## config.mk

```make
export PLATFORM = sky130hd
export DESIGN_NAME = second_chance_frame_table
export DESIGN_NICKNAME = d
export VERILOG_FILES = /design/src/design/scft_pkg.sv /design/src/design/second_chance_frame_table.sv /design/src/design/scft_ctrl.sv /design/src/design/scft_dp.sv
export SDC_FILE = /design/constraint.sdc
export NUM_CORES = 2
export LEC_CHECK = 0
export BUFFER_PORTS_ARGS = -buffer_cell sky130_fd_sc_hd__buf_4
export CAP_MARGIN = 10
export CORE_MARGIN = 2
export CORE_UTILIZATION = 50
export DETAILED_ROUTE_END_ITERATION = 10
export MAX_ROUTING_LAYER = met4
export PLACE_DENSITY = 0.65
export SYNTH_ARGS = -nofsm -noshare
export SYNTH_HDL_FRONTEND = slang
export SYNTH_SLANG_ARGS = --single-unit
```

## constraint.sdc

```tcl
create_clock -name clk -period 4.9 [get_ports clk]
set_clock_uncertainty 0.1 [all_clocks]
set_input_delay 0.49 -clock clk [delete_from_list [all_inputs] [get_ports clk]]
set_output_delay 0.49 -clock clk [all_outputs]
set_load 0.05 [all_outputs]
```

## src/design/scft_pkg.sv

```systemverilog
// Package for the second-chance frame table.
// Holds command, status, page-kind and write-back codes and the controller/datapath link structs.
// No dependencies.
package scft_pkg;

  localparam logic [1:0] CMD_ALLOC  = 2'd0;
  localparam logic [1:0] CMD_FREE   = 2'd1;
  localparam logic [1:0] CMD_ACCESS = 2'd2;
  localparam logic [1:0] CMD_RSVD   = 2'd3;

  localparam logic [1:0] ST_GRANT  = 2'd0;
  localparam logic [1:0] ST_EVICT  = 2'd1;
  localparam logic [1:0] ST_DONE   = 2'd2;
  localparam logic [1:0] ST_UNUSED = 2'd3;

  localparam logic [1:0] KIND_EXEC  = 2'd0;
  localparam logic [1:0] KIND_STACK = 2'd1;
  localparam logic [1:0] KIND_SWAP  = 2'd2;
  localparam logic [1:0] KIND_OTHER = 2'd3;

  localparam logic [1:0] WB_NONE     = 2'd0;
  localparam logic [1:0] WB_NEW_SLOT = 2'd1;
  localparam logic [1:0] WB_OLD_SLOT = 2'd2;

  // Commands from the controller to the datapath.
  typedef struct packed {
    logic       ld;
    logic       idx_zero;
    logic       idx_inc;
    logic       idx_pos;
    logic       rd_en;
    logic       pos_q;
    logic       frame_idx;
    logic       acc_clr;
    logic       shift_wr;
    logic       cnt_dec;
    logic       commit;
    logic       do_free;
    logic       do_access;
    logic       pay_rd;
    logic       res_set;
    logic [1:0] res_st;
  } ctl_t;

  // Status from the datapath to the controller.
  typedef struct packed {
    logic       cnt_lt_lim;
    logic       idx_lt_cnt;
    logic       qv;
    logic       q_acc;
    logic       q_last;
    logic       q_match;
    logic       slot_free;
    logic       fi_ok;
    logic       out_busy;
    logic [1:0] cmd;
  } sts_t;

endpackage

```

## src/design/second_chance_frame_table.sv

```systemverilog
// Top level of the second-chance frame table.
// Depends on scft_pkg, scft_ctrl and scft_dp.
//
//   channel  | direction | handshake           | payload
//   in_      | request   | in_tvalid/in_tready | in_tuser, in_tdata
//   out_     | result    | out_tvalid/ready    | out_tuser, out_tdata
//   cfg_     | write     | cfg_we              | cfg_wdata (usable_frames)
//
// One request at a time. Access and bad commands go from decode straight to the
// result step; allocation from the free pool checks one frame a cycle until one
// is free; eviction walks the age list one entry a cycle, then compacts it one
// entry a cycle; a free searches and compacts the age list. The result waits in
// an output register; a stalled result holds the controller in its result step.
// Reset is synchronous.
module second_chance_frame_table #(
  parameter int FRAMES     = 64,
  parameter int PAGE_BITS  = 20,
  parameter int SWAP_SLOTS = 1024
) (
  input  logic clk,
  input  logic rst_n,
  input  logic in_tvalid,
  output logic in_tready,
  // frame_index, page_number, owner_id, page_kind, swap_slot, is_write
  input  logic [(($clog2(FRAMES) + PAGE_BITS + 11 + $clog2(SWAP_SLOTS)) + 7) / 8 * 8 - 1:0]
               in_tdata,
  // cmd
  input  logic [1:0] in_tuser,
  output logic out_tvalid,
  input  logic out_tready,
  // granted_frame, victim_page, victim_owner, writeback, writeback_slot
  output logic [(($clog2(FRAMES) + PAGE_BITS + 10 + $clog2(SWAP_SLOTS)) + 7) / 8 * 8 - 1:0]
               out_tdata,
  // status
  output logic [1:0] out_tuser,
  input  logic cfg_we,
  input  logic [$clog2(FRAMES + 1)-1:0] cfg_wdata
);
  import scft_pkg::*;

  localparam int FB  = $clog2(FRAMES);
  localparam int SB  = $clog2(SWAP_SLOTS);
  localparam int CW  = $clog2(FRAMES + 1);
  localparam int IDW = ((FB + PAGE_BITS + 11 + SB) + 7) / 8 * 8;
  localparam int ODW = ((FB + PAGE_BITS + 10 + SB) + 7) / 8 * 8;

  ctl_t ctl;
  sts_t sts;

  scft_ctrl u_ctrl (
    .clk       (clk),
    .rst_n     (rst_n),
    .req_valid (in_tvalid),
    .req_ready (in_tready),
    .sts       (sts),
    .ctl       (ctl)
  );

  scft_dp #(
    .FRAMES     (FRAMES),
    .PAGE_BITS  (PAGE_BITS),
    .SWAP_SLOTS (SWAP_SLOTS),
    .FB         (FB),
    .SB         (SB),
    .CW         (CW),
    .IDW        (IDW),
    .ODW        (ODW)
  ) u_dp (
    .clk        (clk),
    .rst_n      (rst_n),
    .ctl        (ctl),
    .sts        (sts),
    .in_tdata   (in_tdata),
    .in_tuser   (in_tuser),
    .cfg_we     (cfg_we),
    .cfg_wdata  (cfg_wdata),
    .out_tvalid (out_tvalid),
    .out_tready (out_tready),
    .out_tdata  (out_tdata),
    .out_tuser  (out_tuser)
  );

endmodule

```

## src/design/scft_ctrl.sv

```systemverilog
// Controller state machine of the second-chance frame table.
// Depends on scft_pkg; drives scft_dp through ctl_t and reads sts_t.
module scft_ctrl (
  input  logic           clk,
  input  logic           rst_n,
  input  logic           req_valid,
  output logic           req_ready,
  input  scft_pkg::sts_t sts,
  output scft_pkg::ctl_t ctl
);
  import scft_pkg::*;

  localparam logic [3:0] S_IDLE    = 4'd0;
  localparam logic [3:0] S_DEC     = 4'd1;
  localparam logic [3:0] S_FSCAN   = 4'd2;
  localparam logic [3:0] S_ESCAN   = 4'd3;
  localparam logic [3:0] S_EFIRST  = 4'd4;
  localparam logic [3:0] S_EFIRST2 = 4'd5;
  localparam logic [3:0] S_EPAY    = 4'd6;
  localparam logic [3:0] S_FSRCH   = 4'd7;
  localparam logic [3:0] S_RES     = 4'd8;
  localparam logic [3:0] S_SHIFT   = 4'd9;
  localparam logic [3:0] S_COMMIT  = 4'd10;

  logic [3:0] state_r, state_nxt;
  logic [1:0] st_r, st_nxt;

  assign req_ready = (state_r == S_IDLE);

  always_ff @(posedge clk) begin
    if (!rst_n) begin
      state_r <= S_IDLE;
      st_r    <= ST_DONE;
    end else begin
      state_r <= state_nxt;
      st_r    <= st_nxt;
    end
  end

  always_comb begin
    state_nxt  = state_r;
    st_nxt     = st_r;
    ctl        = '0;
    ctl.res_st = st_r;
    case (state_r)
      S_IDLE: begin
        if (req_valid) begin
          ctl.ld    = 1'b1;
          state_nxt = S_DEC;
        end
      end
      S_DEC: begin
        ctl.idx_zero = 1'b1;
        case (sts.cmd)
          CMD_ALLOC: begin
            state_nxt = sts.cnt_lt_lim ? S_FSCAN : S_ESCAN;
          end
          CMD_FREE: begin
            if (sts.fi_ok) begin
              state_nxt = S_FSRCH;
            end else begin
              st_nxt    = ST_UNUSED;
              state_nxt = S_RES;
            end
          end
          CMD_ACCESS: begin
            ctl.do_access = sts.fi_ok;
            st_nxt        = sts.fi_ok ? ST_DONE : ST_UNUSED;
            state_nxt     = S_RES;
          end
          default: begin
            st_nxt    = ST_DONE;
            state_nxt = S_RES;
          end
        endcase
      end
      S_FSCAN: begin
        if (sts.slot_free) begin
          ctl.frame_idx = 1'b1;
          st_nxt        = ST_GRANT;
          state_nxt     = S_RES;
        end else begin
          ctl.idx_inc = 1'b1;
        end
      end
      S_ESCAN: begin
        ctl.rd_en   = sts.idx_lt_cnt;
        ctl.idx_inc = sts.idx_lt_cnt;
        if (sts.qv) begin
          if (!sts.q_acc) begin
            ctl.pos_q = 1'b1;
            state_nxt = S_EPAY;
          end else begin
            ctl.acc_clr = 1'b1;
            // Every frame had its second chance: fall back to the oldest one.
            if (sts.q_last) begin
              ctl.idx_zero = 1'b1;
              state_nxt    = S_EFIRST;
            end
          end
        end
      end
      S_EFIRST: begin
        ctl.rd_en   = 1'b1;
        ctl.idx_inc = 1'b1;
        state_nxt   = S_EFIRST2;
      end
      S_EFIRST2: begin
        ctl.pos_q = 1'b1;
        state_nxt = S_EPAY;
      end
      S_EPAY: begin
        ctl.pay_rd = 1'b1;
        st_nxt     = ST_EVICT;
        state_nxt  = S_RES;
      end
      S_FSRCH: begin
        ctl.rd_en   = sts.idx_lt_cnt;
        ctl.idx_inc = sts.idx_lt_cnt;
        if (sts.qv && sts.q_match) begin
          ctl.pos_q = 1'b1;
          st_nxt    = ST_DONE;
          state_nxt = S_RES;
        end
      end
      S_RES: begin
        if (!sts.out_busy) begin
          ctl.res_set = 1'b1;
          ctl.idx_pos = 1'b1;
          if (st_r == ST_GRANT) begin
            state_nxt = S_COMMIT;
          end else if (st_r == ST_EVICT ||
                       (sts.cmd == CMD_FREE && st_r == ST_DONE)) begin
            state_nxt = S_SHIFT;
          end else begin
            state_nxt = S_IDLE;
          end
        end
      end
      S_SHIFT: begin
        ctl.rd_en    = sts.idx_lt_cnt;
        ctl.idx_inc  = sts.idx_lt_cnt;
        ctl.shift_wr = sts.qv;
        if (!sts.idx_lt_cnt && !sts.qv) begin
          ctl.cnt_dec = 1'b1;
          if (sts.cmd == CMD_ALLOC) begin
            state_nxt = S_COMMIT;
          end else begin
            ctl.do_free = 1'b1;
            state_nxt   = S_IDLE;
          end
        end
      end
      S_COMMIT: begin
        ctl.commit = 1'b1;
        state_nxt  = S_IDLE;
      end
      default: begin
        state_nxt = S_IDLE;
      end
    endcase
  end

endmodule

```

## src/design/scft_dp.sv

```systemverilog
// Datapath of the second-chance frame table: frame flags, age list memory,
// page record memory, counters and the result register. Depends on scft_pkg.
module scft_dp #(
  parameter int FRAMES     = 64,
  parameter int PAGE_BITS  = 20,
  parameter int SWAP_SLOTS = 1024,
  parameter int FB         = 6,
  parameter int SB         = 10,
  parameter int CW         = 7,
  parameter int IDW        = 48,
  parameter int ODW        = 48
) (
  input  logic           clk,
  input  logic           rst_n,
  input  scft_pkg::ctl_t ctl,
  output scft_pkg::sts_t sts,
  input  logic [IDW-1:0] in_tdata,
  input  logic [1:0]     in_tuser,
  input  logic           cfg_we,
  input  logic [CW-1:0]  cfg_wdata,
  output logic           out_tvalid,
  input  logic           out_tready,
  output logic [ODW-1:0] out_tdata,
  output logic [1:0]     out_tuser
);
  import scft_pkg::*;

  localparam int PW = 2 + SB + PAGE_BITS + 8;
  localparam logic [SB:0] SLOT_LIM = (SB+1)'(SWAP_SLOTS);
  localparam logic [CW-1:0] FR_CNT = CW'(FRAMES);

  // Request fields.
  logic [1:0]           cmd_r;
  logic [FB-1:0]        fi_r;
  logic [PAGE_BITS-1:0] page_r;
  logic [7:0]           owner_r;
  logic [1:0]           kind_r;
  logic [SB-1:0]        slot_r;
  logic                 wr_r;
  logic [SB-1:0]        slot_in;
  logic [SB:0]          slot_ext;

  logic [CW-1:0]     usable_r;
  logic [CW-1:0]     lim;
  logic [CW-1:0]     cnt_r;
  logic [CW-1:0]     idx_r;
  logic [FB-1:0]     pos_r;
  logic [FB-1:0]     frame_r;
  logic [FRAMES-1:0] in_use_r;
  logic [FRAMES-1:0] acc_r;
  logic [FRAMES-1:0] dirty_r;

  logic [FB-1:0] amem [FRAMES];
  logic [PW-1:0] pmem [FRAMES];
  logic [FB-1:0] q_r;
  logic [FB-1:0] qidx_r;
  logic          qv_r;
  logic [PW-1:0] pq_r;

  logic           out_valid_r;
  logic [1:0]     o_st_r;
  logic [FB-1:0]  o_frame_r;
  logic [PAGE_BITS-1:0] o_page_r;
  logic [7:0]     o_owner_r;
  logic [1:0]     o_wb_r;
  logic [SB-1:0]  o_slot_r;

  logic [1:0]           v_kind;
  logic [SB-1:0]        v_slot;
  logic [PAGE_BITS-1:0] v_page;
  logic [7:0]           v_owner;
  logic                 v_dirty;
  logic [1:0]           wb;
  logic [SB-1:0]        wb_slot;

  // A slot code at or beyond the slot count folds back once.
  assign slot_ext = {1'b0, in_tdata[FB+PAGE_BITS+10 +: SB]};
  assign slot_in  = (slot_ext >= SLOT_LIM) ? SB'(slot_ext - SLOT_LIM) : slot_ext[SB-1:0];

  always_comb begin
    if (usable_r == '0) begin
      lim = CW'(1);
    end else if (usable_r > FR_CNT) begin
      lim = FR_CNT;
    end else begin
      lim = usable_r;
    end
  end

  always_comb begin
    sts            = '0;
    sts.cnt_lt_lim = cnt_r < lim;
    sts.idx_lt_cnt = idx_r < cnt_r;
    sts.qv         = qv_r;
    sts.q_acc      = acc_r[q_r];
    sts.q_last     = CW'(qidx_r) == (cnt_r - CW'(1));
    sts.q_match    = q_r == fi_r;
    sts.slot_free  = !in_use_r[idx_r[FB-1:0]];
    sts.fi_ok      = (CW'(fi_r) < FR_CNT) && in_use_r[fi_r];
    sts.out_busy   = out_valid_r && !out_tready;
    sts.cmd        = cmd_r;
  end

  always_ff @(posedge clk) begin
    if (ctl.ld) begin
      cmd_r   <= in_tuser;
      fi_r    <= in_tdata[FB-1:0];
      page_r  <= in_tdata[FB +: PAGE_BITS];
      owner_r <= in_tdata[FB+PAGE_BITS +: 8];
      kind_r  <= in_tdata[FB+PAGE_BITS+8 +: 2];
      slot_r  <= slot_in;
      wr_r    <= in_tdata[FB+PAGE_BITS+10+SB];
    end
    if (ctl.pos_q) begin
      pos_r   <= qidx_r;
      frame_r <= q_r;
    end else if (ctl.frame_idx) begin
      frame_r <= idx_r[FB-1:0];
    end
  end

  always_ff @(posedge clk) begin
    if (!rst_n) begin
      usable_r <= FR_CNT;
      cnt_r    <= '0;
      idx_r    <= '0;
      qv_r     <= 1'b0;
      in_use_r <= '0;
      acc_r    <= '0;
      dirty_r  <= '0;
    end else begin
      if (cfg_we) begin
        usable_r <= cfg_wdata;
      end
      if (ctl.idx_zero) begin
        idx_r <= '0;
      end else if (ctl.idx_pos) begin
        idx_r <= CW'(pos_r) + CW'(1);
      end else if (ctl.idx_inc) begin
        idx_r <= idx_r + CW'(1);
      end
      qv_r <= ctl.rd_en;
      if (ctl.cnt_dec) begin
        cnt_r <= cnt_r - CW'(1);
      end else if (ctl.commit) begin
        cnt_r <= cnt_r + CW'(1);
      end
      if (ctl.acc_clr) begin
        acc_r[q_r] <= 1'b0;
      end
      if (ctl.do_access) begin
        acc_r[fi_r] <= 1'b1;
        if (wr_r) begin
          dirty_r[fi_r] <= 1'b1;
        end
      end
      if (ctl.do_free) begin
        in_use_r[fi_r] <= 1'b0;
        acc_r[fi_r]    <= 1'b0;
        dirty_r[fi_r]  <= 1'b0;
      end
      if (ctl.commit) begin
        in_use_r[frame_r] <= 1'b1;
        acc_r[frame_r]    <= 1'b0;
        dirty_r[frame_r]  <= 1'b0;
      end
    end
  end

  // Age list: entry 0 is the oldest frame.
  always_ff @(posedge clk) begin
    if (ctl.shift_wr) begin
      amem[qidx_r - FB'(1)] <= q_r;
    end else if (ctl.commit) begin
      amem[cnt_r[FB-1:0]] <= frame_r;
    end
    if (ctl.rd_en) begin
      q_r    <= amem[idx_r[FB-1:0]];
      qidx_r <= idx_r[FB-1:0];
    end
  end

  always_ff @(posedge clk) begin
    if (ctl.commit) begin
      pmem[frame_r] <= {kind_r, slot_r, page_r, owner_r};
    end
    if (ctl.pay_rd) begin
      pq_r <= pmem[frame_r];
    end
  end

  assign {v_kind, v_slot, v_page, v_owner} = pq_r;
  assign v_dirty = dirty_r[frame_r];

  always_comb begin
    wb      = WB_NONE;
    wb_slot = '0;
    case (v_kind)
      KIND_EXEC:  wb = v_dirty ? WB_NEW_SLOT : WB_NONE;
      KIND_STACK: wb = WB_NEW_SLOT;
      KIND_SWAP: begin
        if (v_dirty) begin
          wb      = WB_OLD_SLOT;
          wb_slot = v_slot;
        end
      end
      default: wb = WB_NONE;
    endcase
  end

  always_ff @(posedge clk) begin
    if (!rst_n) begin
      out_valid_r <= 1'b0;
    end else if (ctl.res_set) begin
      out_valid_r <= 1'b1;
    end else if (out_tready) begin
      out_valid_r <= 1'b0;
    end
  end

  always_ff @(posedge clk) begin
    if (ctl.res_set) begin
      o_st_r    <= ctl.res_st;
      o_frame_r <= (ctl.res_st == ST_GRANT || ctl.res_st == ST_EVICT) ? frame_r : '0;
      if (ctl.res_st == ST_EVICT) begin
        o_page_r  <= v_page;
        o_owner_r <= v_owner;
        o_wb_r    <= wb;
        o_slot_r  <= wb_slot;
      end else begin
        o_page_r  <= '0;
        o_owner_r <= '0;
        o_wb_r    <= WB_NONE;
        o_slot_r  <= '0;
      end
    end
  end

  assign out_tvalid = out_valid_r;
  assign out_tuser  = o_st_r;
  assign out_tdata  = ODW'({o_slot_r, o_wb_r, o_owner_r, o_page_r, o_frame_r});

endmodule
```

# Word-level counts from Yosys, hierarchy flattened
# Memories as Yosys holds them, arrays and structs flattened. A register that Yosys moved wholly into a read port is not among the register bits.
# Cells that the tools add are included.
# classes
n_addsub	6
n_lt_le_gt_ge	11
eq_ne	27
mux	103
bitwise	13
n_reduce_logical	28
# op_table
op	n
two-way mux 64 bit	16
bitwise AND 64 bit	6
inverter 64 bit	3
OR 64 bit	3
two-way mux 4 bit	12
two-way mux 1 bit	43
two-way mux 7 bit	6
one-hot mux 4 bit (10 select lines)	1
< comparator 6 x 7 -> 1 bit (second input constant)	4
binary-select mux 1 bit (select 6 bit)	4
two-way mux 6 bit	4
demux 1 bit (select 6 bit)	3
>= comparator 6 x 1 -> 1 bit (second input constant)	3
== test 4 x 3 -> 1 bit (second input constant)	4
adder 7 x 1 -> 7 bit (second input constant)	2
< comparator 7 bit	2
== test 4 bit (second input constant)	3
one-hot mux 2 bit (3 select lines)	2
>= comparator 10 x 11 -> 1 bit (second input constant)	1
two-way mux 10 bit	1
two-way mux 2 bit	5
subtractor 10 x 1 -> 10 bit (second input constant)	1
== test 4 x 2 -> 1 bit (second input constant)	2
!= test 2 bit (second input constant)	4
other kinds (30)	53
# totals
reg_bits	336
ram_bits	2944
in_bits	62
output_inout_bits	52
word_cells	216
n_memories	2
# memory_table
memory	depth	width	rd	rd_ports_with_merged_regs	write_ports	line_no	source
u_dp.pmem	64	40	1	1	1	scft_dp.sv:54	logic [PW-1:0] pmem [FRAMES];
u_dp.amem	64	6	1	1	1	scft_dp.sv:53	logic [FB-1:0] amem [FRAMES];

# Logic depth before layout (Yosys ltp)
# logic_depth
depth_word	16
ltp_mapped	13
depth_no_buf	10

# By module
# A second synthesis with hierarchy kept.
# hier_totals
hier_cells	7465
hier_area_um2	130559.0
# by_module_without_submodules
module	n_inst	cells_per_inst	area_per_inst_um2	seq_area_each_um2
scft_dp	1	7350	129765.7	97543.6
scft_ctrl	1	115	793.3	120.1

# Worst setup path before layout
# No wires, ideal clock.
# synth_path
path_type	reg-to-reg
startpoint	register u_ctrl.state_r[3]
endpoint	memory u_dp.amem[0][0], data pin
setup_ns	0.702
t_arrival_ns	3.615
t_required_ns	4.098
slack_ns	0.483
stages_incl_launch_ff	7
path_buffers	3
period_less_slack_ns	4.417
path_cell_list	dfxtp_1 > clkbuf_1 > nand2_1 > nor3_1 > clkbuf_1 > clkbuf_1 > o21ai_0
# synth_between
elab_chain_cells	7
word_cells_on_any_way	9
cone_classes	eq/ne (2); mux (6); reduce/logical (1)
# synth_rtl
element	line_no	source
start, declared	scft_ctrl.sv:25	logic [3:0] state_r, state_nxt;
start signal, assigned	scft_ctrl.sv:35	state_r <= state_nxt;
== test 4 bit	scft_ctrl.sv:45	case (state_r)
two-way mux 1 bit	scft_ctrl.sv:45	
two-way mux 1 bit	scft_dp.sv:174	end else if (ctl.commit) begin
two-way mux 1 bit *	scft_dp.sv:172	if (ctl.shift_wr) begin
two-way mux 1 bit (implied by the code) *	scft_dp.sv:175	amem[cnt_r[FB-1:0]] <= frame_r;
OR reduction 6 bit (no line) *	n/a	
two-way mux 6 bit (no line) *	n/a	
end, declared	scft_dp.sv:53	
# Mark *: on every way between the ends. The rest lies on a longest branch, timed or not.

==> results.json <==
{
  "status": "finished, final reports clean",
  "cts_tree": "yes",
  "ir_worst_vdd_mv": 0.4379,
  "crit_fanout": 27,
  "endpoint_kind": "flip-flop",
  "io_pins": 114,
  "row_count": 183,
  "dp_slack_ns": 1.161,
  "syn_to_final_growth_pct": 15.30,
  "min_from": "rst_n",
  "synth_cells": 7198,
  "worst_slack_ns": 1.026,
  "worstPathArrival_ns": 4.43,
  "met3_usage": 0.06185,
  "multiInputGateArea_mm2": 0.02461,
  "ys_seq_area_frac": 0.7854,
  "fin_crit_ns": 3.874,
  "tightest_slew_ns": 1.186,
  "post_cts_buffers": 0,
  "synth_edf_count": 3105,
  "viasPerCell": 6.782,
  "synth_common_cells": "edfxtp_1, a22oi_1, clkbuf_1",
  "numCtsBuffers": 345,
  "wirelength_mm": 395.6,
  "synth-simple-area-share": 0.03438,
  "synthMostInstantiatedCell": "edfxtp_1",
  "final_antenna_net_count": 0,
  "avgSynthCellArea_um2": 17.28,
  "min_to": "u_dp.cnt_r[5]",
  "final-max-slew-violation-count": 0,
  "die-area_mm2": 0.2527,
  "use_met1": 0.4333,
  "synth_top_area_cell": "edfxtp_1",
  "max_stage_delay_ns": 0.79,
  "final-seq-area_mm2": 0.09767,
  "grt_pass1_wl_mm": 549.9,
  "ys_warn_count": 0,
  "io_buffers": 110,
  "grt.busiest_layer": "met2",
  "root_buffer": "clkbuf_16",
  "whs_ns": 0.07747,
  "r2r_cells": 10,
  "synth-compound-area-share": 0.1251,
  "cts_buffer_depth": 4,
  "path_class": "flip-flop to flip-flop",
  "ys_types": 84,
  "cts_resized": 0,
  "die_width_um": 502.7,
  "h-tree-depth": 5,
  "netlist_area_mm2": 0.1244,
  "synthArstFlopShare": 0,
  "nNetsFinal": 7683,
  "slew_headroom": 0.2074,
  "synth_top_family_by_area": "compound AO/OA/AOI/OAI gates",
  "grt_max_degree": 101,
  "yosys.area.top_type_share": 0.7498,
  "gp_congestion": 0.9714,
  "antenna_found_initial": 18,
  "start_util": 0.5015,
  "worstSkewPairLatency_ns": 0.99,
  "path_clk_slew_ns": 0.06,
  "layout-drive-gt1-share": 0.1560,
  "clock_sinks": 3326,
  "setup_viol": 0,
  "clock.fmax_mhz": 258.1,
  "wl_per_cell_um": 35.34,
  "drv_cap": 0,
  "synth_seq_cells": 3326,
  "ys.flop_type": "edfxtp_1",
  "min_path_type": "input pin to flip-flop",
  "cp.required_ns": 5.45,
  "fin_crit_sh": 0.7907,
  "drtPass1Iterations": 7,
  "critPathSlowestCell": "edfxtp_1",
  "num-fill-cells": 18330,
  "synth_fa_ha_area_frac": 0.001912,
  "crit_top_cell": "buf_4",
  "groute.layer.met2.usage": 0.4727,
  "critPathLaunchType": "flip-flop",
  "crit_family": "compound AO/OA/AOI/OAI gates",
  "grt_usage": 0.3176,
  "num_vias": 75930,
  "dp_hpwl_mm": 226.1,
  "path_buf_inv": 2,
  "reg2reg_from": "u_dp.q_r[2]",
  "min_delay_path_depth": 2,
  "r2r-end": "u_dp.frame_r[4]",
  "power_leakage_nw": 44.49,
  "grt_pass1_vias": 72270,
  "ff2ff_setup_slack_ns": 1.03,
  "drc": 0,
  "fp.dieH_um": 502.7,
  "synth.area.top_cells": "edfxtp_1, a22oi_1, dfxtp_1",
  "synthXorXnorAreaFrac": 0.001902,
  "synth_mux_area_frac": 0.03336,
  "grt_overflow": 0,
  "setup_tns_ns": 0,
  "rsz0062_at_grt": "false",
  "worstPathCellList": "buf_4 -> mux2i_1 -> a22oi_1 -> and3_1 -> a311oi_1 -> o211a_1 -> nand4_1 -> a21oi_1 -> buf_4 -> mux2_2",
  "hold_violations": 0,
  "p_per_area_mw_per_mm2": 438.6,
  "drt_iter0_drc": 12730,
  "core_mm2": 0.2480
}
==> cell usage in the layout, fill, tap and decap left out, types with 20 or more instances in the layout <==
cell type / instances
a21oi_1: 339
a221oi_1: 220
a22o_1: 214
a22oi_1: 860
a31oi_1: 188
a41oi_1: 33
and2_1: 52
buf_12: 118
buf_4: 360
bufinv_16: 28
clkbuf_1: 77
clkbuf_16: 353
clkinv_1: 63
clkinv_2: 123
dfxtp_1: 218
dlygate4sd3_1: 66
edfxtp_1: 3105
inv_1: 23
mux2i_1: 53
mux4_2: 145
nand2_1: 243
nand3_1: 90
nand3b_1: 20
nand4_1: 100
nor2_1: 192
nor2b_1: 23
nor4_1: 28
o211ai_1: 76
o21ai_0: 94
o31ai_1: 66
==> through the flow <==
step	instances	total power, W	cell area [µm²]	utilization
after detailed placement	10520	0.03796	131900	0.5321
final	11200	0.06289	143400	0.5782
after global routing	11190	0.06440	143400	0.5782
after CTS	11190	0.06292	143400	0.5782
after floorplan	7199	0.03580	124400	-
after global placement	10520	0.03783	131900	0.5321
==> per-layer routing <==
metal  part of all wire  up-vias
met5                  0        -
met4              0.044        0
met3               0.12      926
met2               0.46     5519
met1               0.38    38880
li1                   -    30610
==> timing repair <==
| item | CTS | global route |
|---|---|---|
| endpoints found under the setup margin | 0 | 0 |
| endpoints found under the hold margin | 62 | 0 |
| hold buffers | 66 | 0 |
==> area by class of cell <==
class,count,share of cell area
flip-flops and latches,3326,0.6812
multi-input cells,3293,0.1716
clock buffers,438,0.06439
repair buffers,544,0.03993
well taps,3330,0.02906
clock inverters,166,0.01067
inverters,92,0.003019
diodes,6,0.0001047
==> worst max path at each step <==
stage / slack (ns) / endpoint / cells after the start / from
floorplan: 0.48 / u_dp.amem[0][0] / 6 / u_ctrl.state_r[3]
global placement: 1.19 / u_dp.frame_r[0] / 10 / u_dp.q_r[2]
detailed placement: 1.16 / u_dp.pq_r[1] / 7 / u_dp.frame_r[2]
CTS: 1.11 / u_dp.frame_r[4] / 10 / u_dp.q_r[2]
global route: 0.83 / u_dp.frame_r[4] / 9 / u_dp.q_r[0]
finish: 1.03 / u_dp.frame_r[4] / 10 / u_dp.q_r[2]
==> kinds of logic after synthesis <==
kind of cell	count (synthesis)
compound gates	2160
xor+xnor	27
fa+ha+maj	19
buf+inv	580
flops	3326
mux	220
other cells	1
simple gates	865
==> report_power, final <==
part / leakage, nW / internal [W] / switching [W]
Sequential: 29.7 / 0.0323 / 0.000194
Combinational: 9.49 / 0.00127 / 0.00372
Clock: 5.29 / 0.0147 / 0.0106
Total: 44.5 / 0.0483 / 0.0145
==> state kept, by name, indices dropped and copies added, names as in the netlist, 8 cells and up <==
name            cells
u_dp.slot_r        10
u_dp.o_slot_r      10
u_dp.dirty_r       64
u_dp.in_use_r      64
u_dp.owner_r        8
u_dp.o_page_r      20
u_dp.pq_r          40
u_dp.acc_r         64
u_dp.pmem        2560
u_dp.amem         384
u_dp.o_owner_r      8
u_dp.page_r        20
(Power assumes the default switching activity.)
